## src/rtl/core/cst_pkg.sv

```systemverilog
// Shared types, constants and helpers for the counting semaphore table.
package cst_pkg;

	// Table geometry
	localparam int NUM_SEMS = 16;
	localparam int IDX_W    = (NUM_SEMS > 1) ? $clog2(NUM_SEMS) : 1;
	localparam int USED_W   = $clog2(NUM_SEMS + 1);

	// Field widths fixed by the interface
	localparam int REQ_W    = 2;
	localparam int SEMID_W  = 8;
	localparam int COUNT_W  = 16;
	localparam int STATUS_W = 2;
	localparam int ID_W     = 4;
	localparam int INUSE_W  = 5;

	typedef logic [IDX_W-1:0]          idx_t;
	typedef logic [USED_W-1:0]         used_t;
	typedef logic signed [COUNT_W-1:0] count_t;

	localparam count_t COUNT_MAX = {1'b0, {(COUNT_W-1){1'b1}}};
	localparam count_t COUNT_MIN = {1'b1, {(COUNT_W-1){1'b0}}};

	typedef enum logic [REQ_W-1:0] {
		REQ_CREATE = 2'd0,
		REQ_FREE   = 2'd1,
		REQ_P      = 2'd2,
		REQ_V      = 2'd3
	} req_e;

	typedef enum logic [STATUS_W-1:0] {
		ST_OK      = 2'd0,
		ST_BAD_ARG = 2'd1,
		ST_NO_FREE = 2'd2
	} status_e;

	// Commands from the request logic to the allocation bitmap
	typedef struct packed {
		logic set;   // mark the lowest free entry allocated
		logic clr;   // clear the entry at idx
		idx_t idx;   // entry looked up and cleared
	} alloc_cmd_t;

	// Status from the allocation bitmap
	typedef struct packed {
		logic  found;     // some entry is free
		idx_t  free_idx;  // lowest free entry
		logic  is_alloc;  // entry at cmd.idx is allocated
		used_t used;      // allocated entries before this request
	} alloc_sts_t;

	// Entry index to the id field, masked to the field width
	function automatic logic [ID_W-1:0] id_field(input idx_t idx);
		logic [IDX_W+ID_W-1:0] w;
		w = {{ID_W{1'b0}}, idx};
		return w[ID_W-1:0];
	endfunction

	// Allocated count to the in-use field, masked to the field width
	function automatic logic [INUSE_W-1:0] inuse_field(input used_t u);
		logic [USED_W+INUSE_W-1:0] w;
		w = {{INUSE_W{1'b0}}, u};
		return w[INUSE_W-1:0];
	endfunction

endpackage

```

## src/rtl/core/cst_if.sv

```systemverilog
// Request and response channel interfaces of the semaphore table.
interface cst_req_if;
	import cst_pkg::*;

	logic                      valid;
	logic                      ready;
	logic [REQ_W-1:0]          req_type;
	logic signed [SEMID_W-1:0] sem_id;
	logic signed [COUNT_W-1:0] initial_count;

	modport source (output valid, req_type, sem_id, initial_count, input ready);
	modport sink   (input valid, req_type, sem_id, initial_count, output ready);
endinterface

interface cst_rsp_if;
	import cst_pkg::*;

	logic                valid;
	logic                ready;
	logic [STATUS_W-1:0] status;
	logic [ID_W-1:0]     alloc_id;
	logic                must_wait;
	logic                wake_one;
	logic [INUSE_W-1:0]  in_use;

	modport source (output valid, status, alloc_id, must_wait, wake_one, in_use, input ready);
	modport sink   (input valid, status, alloc_id, must_wait, wake_one, in_use, output ready);
endinterface

```

## src/rtl/core/cst_ram.sv

```systemverilog
// Generic single-write, single-read RAM with registered read data.
module cst_ram #(
	parameter int WIDTH = 16,
	parameter int DEPTH = 16
) (
	input  logic                                         clk,
	input  logic                                         we,
	input  logic [((DEPTH > 1) ? $clog2(DEPTH) : 1)-1:0] waddr,
	input  logic [WIDTH-1:0]                             wdata,
	input  logic [((DEPTH > 1) ? $clog2(DEPTH) : 1)-1:0] raddr,
	output logic [WIDTH-1:0]                             rdata
);
	logic [WIDTH-1:0] mem [DEPTH];

	always_ff @(posedge clk) begin
		if (we) begin
			mem[waddr] <= wdata;
		end
		rdata <= mem[raddr];
	end
endmodule

```

## src/rtl/core/cst_alloc.sv

```systemverilog
// Allocation bitmap, lowest-free search and allocated-entry counter.
module cst_alloc (
	input  logic                clk,
	input  logic                arst_n,
	input  cst_pkg::alloc_cmd_t cmd,
	output cst_pkg::alloc_sts_t sts
);
	import cst_pkg::*;

	logic [NUM_SEMS-1:0] alloc_q;
	used_t               used_q;
	logic                found;
	idx_t                free_idx;

	// Lowest free entry: scan down so the lowest index wins
	always_comb begin
		found    = 1'b0;
		free_idx = '0;
		for (int i = NUM_SEMS - 1; i >= 0; i--) begin
			if (!alloc_q[i]) begin
				found    = 1'b1;
				free_idx = idx_t'(i);
			end
		end
	end

	assign sts.found    = found;
	assign sts.free_idx = free_idx;
	assign sts.is_alloc = alloc_q[cmd.idx];
	assign sts.used     = used_q;

	// Bitmap and count update
	always_ff @(posedge clk or negedge arst_n) begin
		if (!arst_n) begin
			alloc_q <= '0;
			used_q  <= '0;
		end else begin
			if (cmd.set && found) begin
				alloc_q[free_idx] <= 1'b1;
				used_q            <= used_q + used_t'(1);
			end else if (cmd.clr && alloc_q[cmd.idx]) begin
				alloc_q[cmd.idx] <= 1'b0;
				used_q           <= used_q - used_t'(1);
			end
		end
	end
endmodule

```

## src/rtl/core/counting_semaphore_table.sv

```systemverilog
// Counting semaphore table: top level with count RAM and request sequencing.
// Each request word is a read-modify-write: the count of the addressed entry is read from
// a RAM with registered read data in the accept cycle, and the next cycle modifies it, writes
// it back and loads the response register; no new request is taken while one is pending.
// A response that is not taken holds off the
// next request, which can be accepted in the same cycle the response is taken.
// Allocated bits and per-entry valid bits sit in flip-flops and clear at reset, so
// the table is usable at once.
module counting_semaphore_table (
	input  logic          clk,
	input  logic          arst_n,
	cst_req_if.sink       req,
	cst_rsp_if.source     rsp
);
	import cst_pkg::*;

	// Stage 1 request registers
	logic   pend_q;
	req_e   req_type_s1;
	idx_t   idx_s1;
	logic   bad_s1;
	count_t init_s1;

	// Count RAM and its per-entry valid bits
	logic [NUM_SEMS-1:0] vld_q;
	logic                ram_we;
	idx_t                ram_waddr;
	count_t              ram_wdata;
	logic [COUNT_W-1:0]  ram_rdata;
	count_t              cur_cnt;

	// Allocation bitmap
	alloc_cmd_t acmd;
	alloc_sts_t asts;

	// Response register
	logic                out_valid_q;
	status_e             status_q;
	logic [ID_W-1:0]     alloc_id_q;
	logic                must_wait_q;
	logic                wake_one_q;
	logic [INUSE_W-1:0]  in_use_q;

	// Next response values
	status_e             status_d;
	logic [ID_W-1:0]     alloc_id_d;
	logic                must_wait_d;
	logic                wake_one_d;
	used_t               used_d;
	count_t              new_cnt;

	logic accept;
	logic bad_id;

	assign req.ready = !pend_q && (!out_valid_q || rsp.ready);
	assign accept    = req.valid && req.ready;

	// Index out of range: negative or beyond the table
	assign bad_id = req.sem_id[SEMID_W-1] ||
		({1'b0, req.sem_id} >= (SEMID_W+1)'(NUM_SEMS));

	always_ff @(posedge clk or negedge arst_n) begin
		if (!arst_n) begin
			pend_q <= 1'b0;
		end else begin
			pend_q <= accept;
		end
	end

	always_ff @(posedge clk) begin
		if (accept) begin
			req_type_s1 <= req_e'(req.req_type);
			idx_s1      <= req.sem_id[IDX_W-1:0];
			bad_s1      <= bad_id;
			init_s1     <= req.initial_count;
		end
	end

	cst_ram #(
		.WIDTH (COUNT_W),
		.DEPTH (NUM_SEMS)
	) u_cnt_ram (
		.clk   (clk),
		.we    (ram_we),
		.waddr (ram_waddr),
		.wdata (ram_wdata),
		.raddr (req.sem_id[IDX_W-1:0]),
		.rdata (ram_rdata)
	);

	// Never-written entries read as zero
	assign cur_cnt = (!bad_s1 && vld_q[idx_s1]) ? count_t'(ram_rdata) : '0;

	cst_alloc u_alloc (
		.clk    (clk),
		.arst_n (arst_n),
		.cmd    (acmd),
		.sts    (asts)
	);

	// Modify step of the read-modify-write
	always_comb begin
		acmd        = '{set: 1'b0, clr: 1'b0, idx: idx_s1};
		ram_we      = 1'b0;
		ram_waddr   = idx_s1;
		ram_wdata   = '0;
		status_d    = ST_OK;
		alloc_id_d  = '0;
		must_wait_d = 1'b0;
		wake_one_d  = 1'b0;
		used_d      = asts.used;
		new_cnt     = cur_cnt;
		unique case (req_type_s1)
			REQ_CREATE: begin
				if (init_s1 <= 0) begin
					status_d = ST_BAD_ARG;
				end else if (!asts.found) begin
					status_d = ST_NO_FREE;
				end else begin
					acmd.set   = pend_q;
					ram_we     = pend_q;
					ram_waddr  = asts.free_idx;
					ram_wdata  = init_s1;
					alloc_id_d = id_field(asts.free_idx);
					used_d     = asts.used + used_t'(1);
				end
			end
			REQ_FREE: begin
				if (bad_s1) begin
					status_d = ST_BAD_ARG;
				end else if (asts.is_alloc) begin
					acmd.clr  = pend_q;
					ram_we    = pend_q;
					ram_wdata = '0;
					used_d    = asts.used - used_t'(1);
				end
			end
			REQ_P: begin
				if (bad_s1) begin
					status_d = ST_BAD_ARG;
				end else begin
					if (cur_cnt != COUNT_MIN) begin
						new_cnt = cur_cnt - count_t'(1);
					end
					ram_we      = pend_q;
					ram_wdata   = new_cnt;
					must_wait_d = new_cnt < 0;
				end
			end
			REQ_V: begin
				if (bad_s1) begin
					status_d = ST_BAD_ARG;
				end else begin
					if (cur_cnt != COUNT_MAX) begin
						new_cnt = cur_cnt + count_t'(1);
					end
					ram_we     = pend_q;
					ram_wdata  = new_cnt;
					wake_one_d = new_cnt <= 0;
				end
			end
			default: begin
				status_d = ST_BAD_ARG;
			end
		endcase
	end

	// Entry valid bits: set on any count write
	always_ff @(posedge clk or negedge arst_n) begin
		if (!arst_n) begin
			vld_q <= '0;
		end else if (ram_we) begin
			vld_q[ram_waddr] <= 1'b1;
		end
	end

	// Response register
	always_ff @(posedge clk or negedge arst_n) begin
		if (!arst_n) begin
			out_valid_q <= 1'b0;
		end else if (pend_q) begin
			out_valid_q <= 1'b1;
		end else if (rsp.ready) begin
			out_valid_q <= 1'b0;
		end
	end

	always_ff @(posedge clk) begin
		if (pend_q) begin
			status_q    <= status_d;
			alloc_id_q  <= alloc_id_d;
			must_wait_q <= must_wait_d;
			wake_one_q  <= wake_one_d;
			in_use_q    <= inuse_field(used_d);
		end
	end

	assign rsp.valid     = out_valid_q;
	assign rsp.status    = status_q;
	assign rsp.alloc_id  = alloc_id_q;
	assign rsp.must_wait = must_wait_q;
	assign rsp.wake_one  = wake_one_q;
	assign rsp.in_use    = in_use_q;
endmodule

```

## src/flat_wrapper.sv

```systemverilog
// flat-port wrapper written by rule: the top's interface ports become plain ports
module counting_semaphore_table_flat import cst_pkg::*;
  (clk, arst_n, req_valid, req_req_type, req_sem_id, req_initial_count, req_ready, rsp_valid, rsp_status, rsp_alloc_id, rsp_must_wait, rsp_wake_one, rsp_in_use, rsp_ready);
  cst_req_if req_i ();
  cst_rsp_if rsp_i ();
  input  logic clk;
  input  logic arst_n;
  input wire logic [$bits(req_i.valid)-1:0] req_valid;
  input wire logic [$bits(req_i.req_type)-1:0] req_req_type;
  input wire logic [$bits(req_i.sem_id)-1:0] req_sem_id;
  input wire logic [$bits(req_i.initial_count)-1:0] req_initial_count;
  output wire logic [$bits(req_i.ready)-1:0] req_ready;
  output wire logic [$bits(rsp_i.valid)-1:0] rsp_valid;
  output wire logic [$bits(rsp_i.status)-1:0] rsp_status;
  output wire logic [$bits(rsp_i.alloc_id)-1:0] rsp_alloc_id;
  output wire logic [$bits(rsp_i.must_wait)-1:0] rsp_must_wait;
  output wire logic [$bits(rsp_i.wake_one)-1:0] rsp_wake_one;
  output wire logic [$bits(rsp_i.in_use)-1:0] rsp_in_use;
  input wire logic [$bits(rsp_i.ready)-1:0] rsp_ready;
  assign req_i.valid = req_valid;
  assign req_i.req_type = req_req_type;
  assign req_i.sem_id = req_sem_id;
  assign req_i.initial_count = req_initial_count;
  assign req_ready = req_i.ready;
  assign rsp_valid = rsp_i.valid;
  assign rsp_status = rsp_i.status;
  assign rsp_alloc_id = rsp_i.alloc_id;
  assign rsp_must_wait = rsp_i.must_wait;
  assign rsp_wake_one = rsp_i.wake_one;
  assign rsp_in_use = rsp_i.in_use;
  assign rsp_i.ready = rsp_ready;
  counting_semaphore_table u_core (.clk(clk), .arst_n(arst_n), .req(req_i), .rsp(rsp_i));
endmodule
```

## config.mk

```make
export PLATFORM = sky130hd
export DESIGN_NAME = counting_semaphore_table_flat
export DESIGN_NICKNAME = d
export VERILOG_FILES = /design/src/rtl/core/cst_pkg.sv /design/src/rtl/core/cst_if.sv /design/src/rtl/core/cst_ram.sv /design/src/rtl/core/cst_alloc.sv /design/src/rtl/core/counting_semaphore_table.sv /design/src/flat_wrapper.sv
export SDC_FILE = /design/constraint.sdc
export NUM_CORES = 1
export LEC_CHECK = 0
export BUFFER_PORTS_ARGS = -buffer_cell sky130_fd_sc_hd__buf_2
export CORE_AREA = 4 4 237 123
export CTS_CLUSTER_SIZE = 12
export DETAILED_ROUTE_END_ITERATION = 8
export DIE_AREA = 0 0 241 127
export PLACE_DENSITY = 0.71
export SLEW_MARGIN = 20
export SYNTH_ARGS = -nofsm -noshare
export SYNTH_HDL_FRONTEND = slang
export SYNTH_SLANG_ARGS = --single-unit
```

## constraint.sdc

```tcl
create_clock -name clk -period 11.6 [get_ports clk]
set_input_delay 1.74 -clock clk [delete_from_list [all_inputs] [get_ports clk]]
set_output_delay 1.74 -clock clk [all_outputs]
set_load 0.1 [all_outputs]
```

# Word-level counts from Yosys, hierarchy flattened
# Memory sizes are Yosys's and may differ from the RTL's. A register that Yosys moved wholly into a read port is not among the register bits.
# Index checks and enable logic that the tools add are counted.
# totals
romBits	0
latch_bits	0
memories	1
regBits	75
ram_bits	256
# classes
magnitude_cmp	10
bitwise	8
multipliers	0
muxes	82
shift	0
n_reduce_logical	21
div_mod_pow	0
eq_ne	5
addsub	4
# memory_table
memory	words	width	rd	rd_ports_with_merged_regs	wr	line	rtl
u_core.u_cnt_ram.mem	16	16	1	1	1	cst_ram.sv:13	logic [WIDTH-1:0] mem [DEPTH];
# op_table
operator	count
$mux W16	13
$mux W4	19
$pmux W16 S4	1
$mux W1	33
$le A16 B1 Y1 const B	2
$ne A16 B16 Y1 const B	2
$or A16 B16 Y16	2
$mux W5	6
$add A16 B2 Y16 const B	1
$and A16 B16 Y16	1
$lt A16 B1 Y1 const B	1
$not A16 Y16	1
$sub A16 B2 Y16 const B	1
$lt A4 B5 Y1 const B	3
$demux W1 S4	3
$ge A4 B1 Y1 const B	3
$pmux W5 S2	1
$bmux W1 S4	2
$ge A8 B5 Y1 const B	1
$logic_and A1 B1 Y1	8
$reduce_or A2 Y1	3
$reduce_or A3 Y1	2
$add A5 B1 Y5 const B	1
$sub A5 B1 Y5 const B	1
other kinds (10)	19

# Logic depth before layout (Yosys ltp)
# Gate-level depths: netlist of the first run.
# logic_depth
word_depth	24
depth_mapped	17

# Modules after synthesis
# From an unflattened synthesis of the first run, not the netlist that was laid out.
# unflattened
cells_unflattened	942
area_unflattened_um2	15080.7
# modules_own_cells
module	seq_area_each_um2	area_per_inst_um2	cells_each	n_inst
cst_ram	8007.7	10042.1	432	1
counting_semaphore_table	1531.5	3574.7	361	1
cst_alloc	525.5	1463.9	149	1

# Worst setup path before layout of the first run
# Ideal clock, no wire load.
# synth_path
path_type	in2out
start	input rsp_ready
end	output req_ready
slack_ns	6.597
stages	2
t_arrival_ns	3.263
n_path_buf	0
cell_sequence	inv_1 a21oi_1
# synth_via
elab_chain_cells	2
# synth_lines
item	line	rtl
start, declared	flat_wrapper.sv:19	input wire logic [$bits(rsp_i.ready)-1:0] rsp_ready;
$logic_or A1 B1 Y1	counting_semaphore_table.sv:55	assign req.ready = !pend_q && (!out_valid_q || rsp.ready);
$logic_and A1 B1 Y1	counting_semaphore_table.sv:55	
end, declared	flat_wrapper.sv:12	output wire logic [$bits(req_i.ready)-1:0] req_ready;
# Every way passes these cells.

# Worst setup path after layout of the first run
# layout_path
start	register u_core.idx_s1[1]
end	memory u_core.u_cnt_ram.mem[3][14], data pin
# layout_via
elab_chain_cells	10
elab_cells_between_ends	17
# layout_lines
item	line	rtl
start, declared	counting_semaphore_table.sv:20	idx_t idx_s1;
start signal, assigned	counting_semaphore_table.sv:73	idx_s1 <= req.sem_id[IDX_W-1:0];
$bmux W1 S4 *	counting_semaphore_table.sv:92	assign cur_cnt = (!bad_s1 && vld_q[idx_s1]) ? count_t'(ram_rdata) : '0;
$mux W1 (not written as such) *	counting_semaphore_table.sv:92	
$logic_and A1 B1 Y1 *	counting_semaphore_table.sv:92	
$mux W16 *	counting_semaphore_table.sv:92	
$add A16 B2 Y16 (tied with other cells)	counting_semaphore_table.sv:155	new_cnt = cur_cnt + count_t'(1);
$mux W16, on equally long branches	counting_semaphore_table.sv:154, counting_semaphore_table.sv:142	
$mux W16, on equally long branches	counting_semaphore_table.sv:151, counting_semaphore_table.sv:139	
$mux W16	counting_semaphore_table.sv:113	unique case (req_type_s1)
$mux W16, on equally long branches	counting_semaphore_table.sv:151, counting_semaphore_table.sv:139	
$pmux W16 S4 *	counting_semaphore_table.sv:113	
via u_core.ram_wdata[14]	counting_semaphore_table.sv:28	count_t ram_wdata;
end, declared	cst_ram.sv:13	
# The timed path passes the listed nets; every way through them passes the cells marked *. The select of a mux whose other input is x is not followed.

==> flow_summary.ini, run 1 <==
[critical_path]
critPathSlowestCell = edfxtp_1
start_kind = flop
critPathMaxFanout = 23
slowest_delay_ps = 770
path_cells = mux4_2, o22ai_1, or2_1, nand2_1, ha_1, nand2_1, o21ai_2, or2_2, o311ai_0, nand3_1
cp_common_cell = nand2_1
cp_data_arrival_time_ps = 5210
crit_required_ps = 11660
cp-end-kind = flop
worstSetupPathType = flop to flop

[final_layout]
area_delta_synth_final_pct = 11.3
antenna_cells = 0
layout.nets = 976
drive_above_1_share_pct = 24.2

[placement]
place_congestion = 0.993
port_buffers = 44
place_hpwl_um = 24400
preCtsSetupSlack_ps = 6590

[power]
peakVddDrop_mv = 0.167
p_total_mw = 2.79
pwr_density_cell_nw_per_um2 = 170
p_leak_nw = 5.55

[cts]
ctsHoldBuffers = 0
cts_setup_buffers = 0
path_clk_slew_ps = 60
cts_buffers = 35
clock-root-buffer = clkbuf_16
htreeDepth = 2
cts_tree = done
cts.sinks = 347
clk_path_buf_depth = 3
clkLatencyLatePin_ps = 520
ctsResizeCount = 0

[run_status]
status = finished clean

[synth]
synth.distinct_cells = 76
synth_nets = 922
syn-instance-count = 887
yosys-top-cells-count = 292 x edfxtp_1, 89 x mux4_2, 39 x dfrtp_1, 39 x nand2_1, 33 x inv_1
syn_avg_cell_area_um2 = 16.7
synth_area_um2 = 14800
yosys_warnings = 0
synth_area_leaders = edfxtp_1 59%, mux4_2 14%, dfrtp_1 6.6%
async_flop_share_pct = 11.2
synth_flop_cell = edfxtp_1
yosys.area.top_type = edfxtp_1
synth-seq-area-share_pct = 68.1
yosysMostFrequentCell = edfxtp_1
synth-seq-cells = 347
yosysTopAreaCellShare_pct = 59.3
synth_edf_count = 292

[min_path]
hold_path_class = flop to flop

[global_routing]
antenna_found_initial = 0
grt_pass1_wl_um = 56100
grt.overflow.total = 0
grt_pass1_vias = 8320
grtUsageTotal_pct = 25.3
grt_start_max_net_pins = 66

[sta]
tightestPinTransition_ps = 1070
finalSetupViolCount = 0
layout_min_cycle_time_ps = 5150
hold_violations = 0
grt_setup_unrepaired = false
slew_headroom_pct = 27.7
post-route-period-util_pct = 44.4
final.setup.worst_slack_ps = 6450
tns_ps = 0
fmax_mhz = 194
fin_skew_ps = 14.9
slew_violations = 0

[die]
fp.dieW_um = 241
rows = 43
io_pins = 45
core_um2 = 27200
die_area_um2 = 30600
initial_core_util_pct = 54.3
fp.dieH_um = 127

[routing]
first_pass_iters = 5
drt_wl_total_um = 38100
viasPerCell = 6.63
drcViolationCount = 0
ant_nets = 0
dr_total_vias = 8795
wl_per_cell_um = 28.7
first_iter_violations = 1447

[job]
maxCapViolCount = 0
-- through the flow --
step / area (µm²) / hold slack [ps] / util [%] / std cells
3_5_place_dp: 15400 / 439 / 56.7 / 1263
5_1_grt: 16500 / 466 / 60.5 / 1327
3_3_place_gp: 15400 / 439 / 56.7 / 1263
2_1_floorplan: 14800 / 421 / - / 887
4_1_cts: 16400 / 454 / 60.4 / 1326
6_report: 16500 / 462 / 60.5 / 1327
-- state kept, by name, indices dropped and copies added (netlist names) --
| register | cells |
|---|---|
| u_core.rsp.wake_one | 1 |
| u_core.u_alloc.used_q | 5 |
| u_core.bad_s1 | 1 |
| u_core.rsp.status | 2 |
| u_core.vld_q | 16 |
| u_core.u_cnt_ram.rdata | 16 |
| u_core.rsp.valid | 1 |
| u_core.req_type_s1 | 2 |
| u_core.idx_s1 | 4 |
| u_core.init_s1 | 16 |
| u_core.rsp.alloc_id | 4 |
| u_core.u_cnt_ram.mem | 256 |
| u_core.u_alloc.alloc_q | 16 |
| u_core.pend_q | 1 |
| u_core.rsp.must_wait | 1 |
| u_core.rsp.in_use | 5 |
-- path summary, 6_finish.rpt --
kind | startpoint | endpoint | slack, ps | cells after the start
setup / recovery | u_core.idx_s1[1]$_DFFE_PP_ | u_core.u_cnt_ram.mem[3][14]$_DFFE_PP_ | 6450 | 10
hold / removal | u_core.vld_q[15]$_DFFE_PN0N_ | u_core.vld_q[15]$_DFFE_PN0N_ | 460 | 2
setup reg to reg | u_core.idx_s1[1]$_DFFE_PP_ | u_core.u_cnt_ram.mem[3][14]$_DFFE_PP_ | 6450 | 10
hold reg to reg | u_core.vld_q[15]$_DFFE_PN0N_ | u_core.vld_q[15]$_DFFE_PN0N_ | 460 | 2
max in group asynchronous | arst_n | u_core.u_alloc.used_q[3]$_DFFE_PN0P_ | 9630 | 1
min in group asynchronous | arst_n | u_core.u_alloc.alloc_q[13]$_DFFE_PN0P_ | 1370 | 1
-- cell type report --
cell class | instances | area, µm²
multi-input cells | 456 | 4420
inverters | 34 | 128
well taps | 360 | 450
clock inverters | 6 | 42.5
fillers | 2021 | 10800
repair buffers | 67 | 395
flip-flops and latches | 347 | 10100
clock buffers | 57 | 958
-- layer usage --
layer / track usage, % / wire length (µm) / vias up
li1: - / - / 3670
met4: 4.11 / 454 / 2
met2: 30.6 / 14500 / 551
met3: 10.7 / 5380 / 42
met5: 2.07 / 84 / -
met1: 42.3 / 17700 / 4530
-- worst max-delay path: cells and delay by family, from the launching register on --
kind | cells | cell delay, ps
simple gates | 5 | 2020
flops | 1 | 770
mux | 1 | 590
compound gates | 3 | 1050
fa+ha+maj | 1 | 240
-- logic make-up after synthesis --
family,count (synthesis),share of synthesized area (%)
AO/OA/AOI/OAI,148,6.79
buffers and inverters,84,2.57
XOR/XNOR,23,1.36
adder cells (fa/ha/maj),5,0.423
AND/OR/NAND/NOR,187,6.93
flip-flops,347,68.1
multiplexers,93,13.8
-- where the power goes --
part           switching [mW]  internal [mW]
registers              0.0641           1.41
logic                   0.204          0.101
clock network           0.451          0.568
-- placed cells by master (no fill, tap or decap), drive strengths merged, types with 4 or more instances in the layout --
cell type	synthesis	layout
dfxtp	16	16
a21oi	30	30
a31oi	6	6
nand2b	7	7
nor2b	5	5
and3	7	7
nor3	29	29
and2	6	6
a221o	8	8
nand3	18	18
dfrtp	39	39
xor2	8	8
o21ai	37	37
or2	6	6
buf	29	66
nor2	30	30
ha	5	5
or4	7	7
or3	4	4
clkbuf	21	58
nor4	7	7
inv	34	37
mux4	89	89
o31ai	28	28
xnor2	15	15
nand4	9	9
o211ai	6	6
edfxtp	292	292
nand2	39	39
No activity file was read; power rests on OpenSTA's default activity.
==> inputs of run 2 (changes only) <==
- ABC_AREA: unset -> 1
- CORE_AREA: 4 4 237 123 -> 4 4 244 127
- DIE_AREA: 0 0 241 127 -> 0 0 248 131
- clock period: 11.6 -> 5.1 ns (I/O delays scaled with it)
==> run 2 against run 1 <==
Clock skew grew 25 ps. Register-to-register slack got worse by 5400 ps. Clock-buffer cell count fell by 1. Critical path type unchanged.
==> flow_summary.ini, run 2 <==
[run_status]
status = finished clean

[die]
fp.dieH_um = 131
io_pins = 45
fp.dieW_um = 248
initial_core_util_pct = 54.3
rows = 44
core_um2 = 28700
die_area_um2 = 32500

[power]
p_total_mw = 6.35
p_leak_nw = 6.79
peakVddDrop_mv = 0.323
pwr_density_cell_nw_per_um2 = 365

[sta]
hold_violations = 0
layout_min_cycle_time_ps = 4030
tightestPinTransition_ps = 1030
post-route-period-util_pct = 79.0
tns_ps = 0
fmax_mhz = 248
finalSetupViolCount = 0
slew_headroom_pct = 31.6
fin_skew_ps = 39.5
grt_setup_unrepaired = false
slew_violations = 0

[global_routing]
grt_start_max_net_pins = 122
grt.overflow.total = 0
grtUsageTotal_pct = 25.9
grt_pass1_wl_um = 62900
antenna_found_initial = 0
grt_pass1_vias = 10500

[final_layout]
multi_input_comb_area_um2 = 4750
fill_cells = 2300
area_delta_synth_final_pct = 11.6
antenna_cells = 0
layout.nets = 1494
layout_commonest_cell = edfxtp_1
drive_above_1_share_pct = 11.9
largest_reg_flops = 256
layout_common_cells = 292 x edfxtp_1, 196 x nand2_1, 147 x inv_1
fin_cells = 1875
top_register = u_core.u_cnt_ram.mem
regArea_um2 = 10100

[routing]
viasPerCell = 5.99
drt_wl_total_um = 41800
first_iter_violations = 1431
first_pass_iters = 5
drcViolationCount = 0
dr_total_vias = 11200
wl_per_cell_um = 22.3
ant_nets = 0

[critical_path]
start_kind = flop
critPathMaxFanout = 16
cp_data_arrival_time_ps = 4080
worstSetupPathType = flop to flop
cp-end-kind = flop
crit_required_ps = 5150

[synth]
synth_flop_cell = edfxtp_1
yosysTopAreaCellShare_pct = 56.2
synth-seq-cells = 347
yosysMostFrequentCell = edfxtp_1
yosys.area.top_type = edfxtp_1
synth_edf_count = 292
synth-seq-area-share_pct = 64.6
async_flop_share_pct = 11.2
yosys-top-cells-count = 292 x edfxtp_1, 196 x nand2_1, 147 x inv_1
synth.distinct_cells = 44
synth_area_um2 = 15600
syn-instance-count = 1401
synth_area_leaders = edfxtp_1 56%, dfrtp_1 6.3%, nand2_1 4.7%
syn_avg_cell_area_um2 = 11.1
yosys_warnings = 0
synth_nets = 1436

[placement]
port_buffers = 44
dpl.cell_count = 1812
place_hpwl_um = 26200
place_congestion = 1.01

[cts]
clock-root-buffer = clkbuf_16
clkLatencyLatePin_ps = 550
ctsResizeCount = 0
cts.sinks = 347
ctsHoldBuffers = 0
path_clk_slew_ps = 70
htreeDepth = 2
cts_buffers = 35
cts_setup_buffers = 0
clk_path_buf_depth = 3
cts_tree = done

[job]
maxCapViolCount = 0

[min_path]
hold_path_class = input port to asynchronous set/reset pin
==> run 2: changes by cell type in the layout (fill, tap and decap cells not counted), moves of 57 or more <==
cell / before / now
nand2_1: 39 / 196
inv_1: 33 / 147
o21ai_0: 30 / 130
mux4_2: 89 / 0
o211ai_1: 5 / 73
nand3_1: 18 / 82
mux2i_1: 3 / 64
a21oi_1: 28 / 85
==> run 2: cells by family (layout without fill, tap and decap cells) <==
| kind of cell | after synthesis | after routing | share of synthesized area, % |
|---|---|---|---|
| multiplexers | 64 | 64 | 4.11 |
| AO/OA/AOI/OAI | 319 | 319 | 11.8 |
| XOR/XNOR | 19 | 19 | 1.07 |
| adder cells (fa/ha/maj) | 5 | 5 | 0.401 |
| buffers and inverters | 211 | 294 | 5.23 |
| AND/OR/NAND/NOR | 436 | 436 | 12.8 |
| flip-flops | 347 | 347 | 64.6 |
==> run 2: worst paths after layout <==
check	slack [ps]	start	end	cells after the start
worst max register to register	1070	u_core.idx_s1[0]$_DFFE_PP_	u_core.u_cnt_ram.mem[11][14]$_DFFE_PP_	20
worst min register to register	480	u_core.vld_q[15]$_DFFE_PN0N_	u_core.vld_q[15]$_DFFE_PN0N_	1
min in group clk	390	req_initial_count[3]	u_core.init_s1[3]$_DFFE_PP_	1
worst max-delay path	1070	u_core.idx_s1[0]$_DFFE_PP_	u_core.u_cnt_ram.mem[11][14]$_DFFE_PP_	20
worst min-delay path	360	arst_n	u_core.pend_q$_DFF_PN0_	1
max in group asynchronous	4160	arst_n	u_core.u_alloc.alloc_q[7]$_DFFE_PN0P_	1
==> run 2: cell type report <==
class	instances	area share (%)
clock buffers	56	5.49
clock inverters	6	0.525
inverters	156	3.36
multi-input cells	843	27.3
flip-flops and latches	347	57.8
well taps	391	2.81
repair buffers	76	2.68
==> run 2: critical path, stage by stage, from the launching register on <==
cell and delay (ps):
edfxtp_1 570, inv_2 210, nand2_1 90, nand2_1 60, nand2_1 60, nand2_1 70
nand2_1 60, nand2_2 100, nor2_2 60, nor2_4 210, nand2_1 210, inv_1 210
ha_1 270, nand2_1 130, nand3b_1 200, nor2_2 190, nand3_1 100, nand2_1 70
nand3_1 90, nand2_1 80, nand3_1 500
==> run 2: stage by stage <==
| step | setup WS, ps | area [µm²] | util (%) | hold WS (ps) |
|---|---|---|---|---|
| after floorplan | 1050 | 15600 | - | 434 |
| final | 1070 | 17400 | 60.7 | 359 |
| after detailed placement | 1150 | 16400 | 57.0 | 459 |
| after global routing | 693 | 17400 | 60.7 | 381 |
| after CTS | 1130 | 17400 | 60.7 | 370 |
| after global placement | 1270 | 16400 | 57.0 | 468 |
==> run 2: routing by layer <==
layer	track usage [%]	vias to the layer above	routed length, µm
met5	0	-	0
met3	4.59	78	4050
met4	6.79	0	986
met2	41.2	590	18700
li1	-	5109	-
met1	37.6	5462	18100
==> run 2: power breakdown <==
| group | internal, mW | leakage [nW] | switching [mW] |
|---|---|---|---|
| clock | 1.35 | 0.500 | 1.06 |
| sequential | 3.18 | 3.35 | 0.0865 |
| combinational | 0.193 | 2.94 | 0.480 |
| total | 4.72 | 6.79 | 1.63 |
==> inputs of run 3 (changes only) <==
- clock period: 5.1 -> 4.17 ns (I/O delays scaled with it)
==> run 3 against run 2 <==
Power up 24%. First-iteration DRC count down 11%. Core utilization is 0.60 points higher. Die area stayed put. Via count fell by 0.24%. Wire length grew 2.0%. Clock power up 27%. Highest routed layer unchanged. Largest cell class unchanged.
==> flow_summary.ini, run 3 (synthesized netlist as in run 2, its figures left out) <==
[min_path]
hold_path_class = input port to asynchronous set/reset pin

[cts]
cts.sinks = 347
cts_setup_buffers = 0
cts_buffers = 36
ctsHoldBuffers = 0
cts_tree = done
clock-root-buffer = clkbuf_16
htreeDepth = 2
clk_path_buf_depth = 3
ctsResizeCount = 0
clkLatencyLatePin_ps = 540
path_clk_slew_ps = 60

[power]
p_leak_nw = 6.89
pwr_density_cell_nw_per_um2 = 450
peakVddDrop_mv = 0.296

[die]
rows = 44
fp.dieH_um = 131
initial_core_util_pct = 54.3
core_um2 = 28700
fp.dieW_um = 248
die_area_um2 = 32500
io_pins = 45

[critical_path]
cp_common_cell = nand2_1
regToRegSetupSlack_ps = 320
worstSetupEndpoint = u_core.u_cnt_ram.mem[3][12]$_DFFE_PP_
critPathTopFamily = simple AND/OR/NAND/NOR gates
timing.rr.end = u_core.u_cnt_ram.mem[3][12]$_DFFE_PP_
path_depth = 19
slowest_delay_ps = 560
cp_data_arrival_time_ps = 3910
critPathBufInv = 2
path_cells = inv_2, nand2_1, nand2_1, nand2_1, nand2_1, nand2_1, nand2_2, nor2_2, nor2_4, nand2_1, inv_1, ha_1, nand2_1, nor2_4, nand2_1, nor2_1, nand3_1, nand3_1, nand3_1
critPathSlowestCell = edfxtp_1
critPathMaxFanout = 16
crit_required_ps = 4230
cp-end-kind = flop
rr_worst_depth = 19
worstSetupStartpoint = u_core.idx_s1[0]$_DFFE_PP_
r2r-start = u_core.idx_s1[0]$_DFFE_PP_
worstSetupPathType = flop to flop
start_kind = flop

[final_layout]
antenna_cells = 0
finalCoreUtilization_pct = 61.3
drive_above_1_share_pct = 12.8
layout.nets = 1502
top_register = u_core.u_cnt_ram.mem
largest_reg_flops = 256
area_delta_synth_final_pct = 12.8
stdcell_area_um2 = 17600
layout_common_cells = 292 x edfxtp_1, 196 x nand2_1, 147 x inv_1
fill_cells = 2292
layout_commonest_cell = edfxtp_1
fin_cells = 1886

[run_status]
status = finished clean

[sta]
fmax_mhz = 260
layout_min_cycle_time_ps = 3850
tns_ps = 0
grt_setup_unrepaired = false
slew_violations = 0
post-route-period-util_pct = 92.3
tightestPinTransition_ps = 950
fin_skew_ps = 25.0
holdWs_ps = 230
hold_violations = 0
slew_headroom_pct = 36.7
finalSetupViolCount = 0

[global_routing]
grt.overflow.total = 0
antenna_found_initial = 0
grt_start_max_net_pins = 88
grtUsageTotal_pct = 26.4
grt_pass1_wl_um = 63700
grt_pass1_vias = 10700

[routing]
first_iter_violations = 1268
wl_per_cell_um = 22.6
first_pass_iters = 6
drt_wl_total_um = 42700
viasPerCell = 5.94
dr_total_vias = 11200
ant_nets = 0
drcViolationCount = 0

[placement]
port_buffers = 44
dpl.cell_count = 1820
place_hpwl_um = 26900
place_congestion = 0.989
place_area_um2 = 16400

[job]
maxCapViolCount = 0
[run 3: changes by cell type in the layout (fill, tap and decap cells not counted), sizes merged]
cell,before,now
clkinv,4,6
inv,157,154
clkbuf,57,60
clkinvlp,0,1
buf,75,83
[run 3: metal layers]
metal	routed length (µm)	track usage, %	up-vias
met1	18400	37.4	5444
li1	-	-	5119
met2	18800	41.6	570
met4	1140	7.79	0
met3	4290	5.81	79
met5	0	0	-
[run 3: cell type report]
| class | count | area, µm² | share of cell area, % |
|---|---|---|---|
| clock inverter | 6 | 93.8 | 0.534 |
| clock buffer | 60 | 1030 | 5.87 |
| tap | 391 | 489 | 2.78 |
| multi-input combinational | 843 | 4770 | 27.1 |
| inverter | 156 | 586 | 3.33 |
| sequential | 347 | 10100 | 57.3 |
| timing repair buffer | 83 | 544 | 3.10 |
[run 3: how the worst min path moves through the flow]
stage                                             from                           end  slack (ps)
after floorplan                                 arst_n       u_core.pend_q$_DFF_PN0_         330
after CTS                         req_initial_count[6]   u_core.init_s1[6]$_DFFE_PP_         250
after global placement     u_core.vld_q[3]$_DFFE_PN0N_   u_core.vld_q[3]$_DFFE_PN0N_         470
after global routing              req_initial_count[6]   u_core.init_s1[6]$_DFFE_PP_         250
final                                           arst_n  u_core.vld_q[12]$_DFFE_PN0N_         230
after detailed placement  u_core.vld_q[12]$_DFFE_PN0N_  u_core.vld_q[12]$_DFFE_PN0N_         470
[run 3: metrics by stage]
step           power [mW]  setup slack, ps
2_1_floorplan        4.62              117
3_3_place_gp         4.87              459
3_5_place_dp         4.88              178
4_1_cts              7.94              149
5_1_grt              8.20             15.0
6_report             7.90              322
[run 3: worst register-to-register path, stage by stage, from the launching register on]
cell,delay (ps)
edfxtp_1,560
inv_2,210
nand2_1,70
nand2_1,80
nand2_1,60
nand2_1,80
nand2_1,60
nand2_2,90
nor2_2,60
nor2_4,170
nand2_1,210
inv_1,210
ha_1,290
nand2_1,130
nor2_4,170
nand2_1,100
nor2_1,110
nand3_1,110
nand3_1,90
nand3_1,490
[run 3: power breakdown]
group          switching [mW]  internal, mW
Clock                    1.31          1.77
Sequential              0.105          3.88
Combinational           0.594         0.242
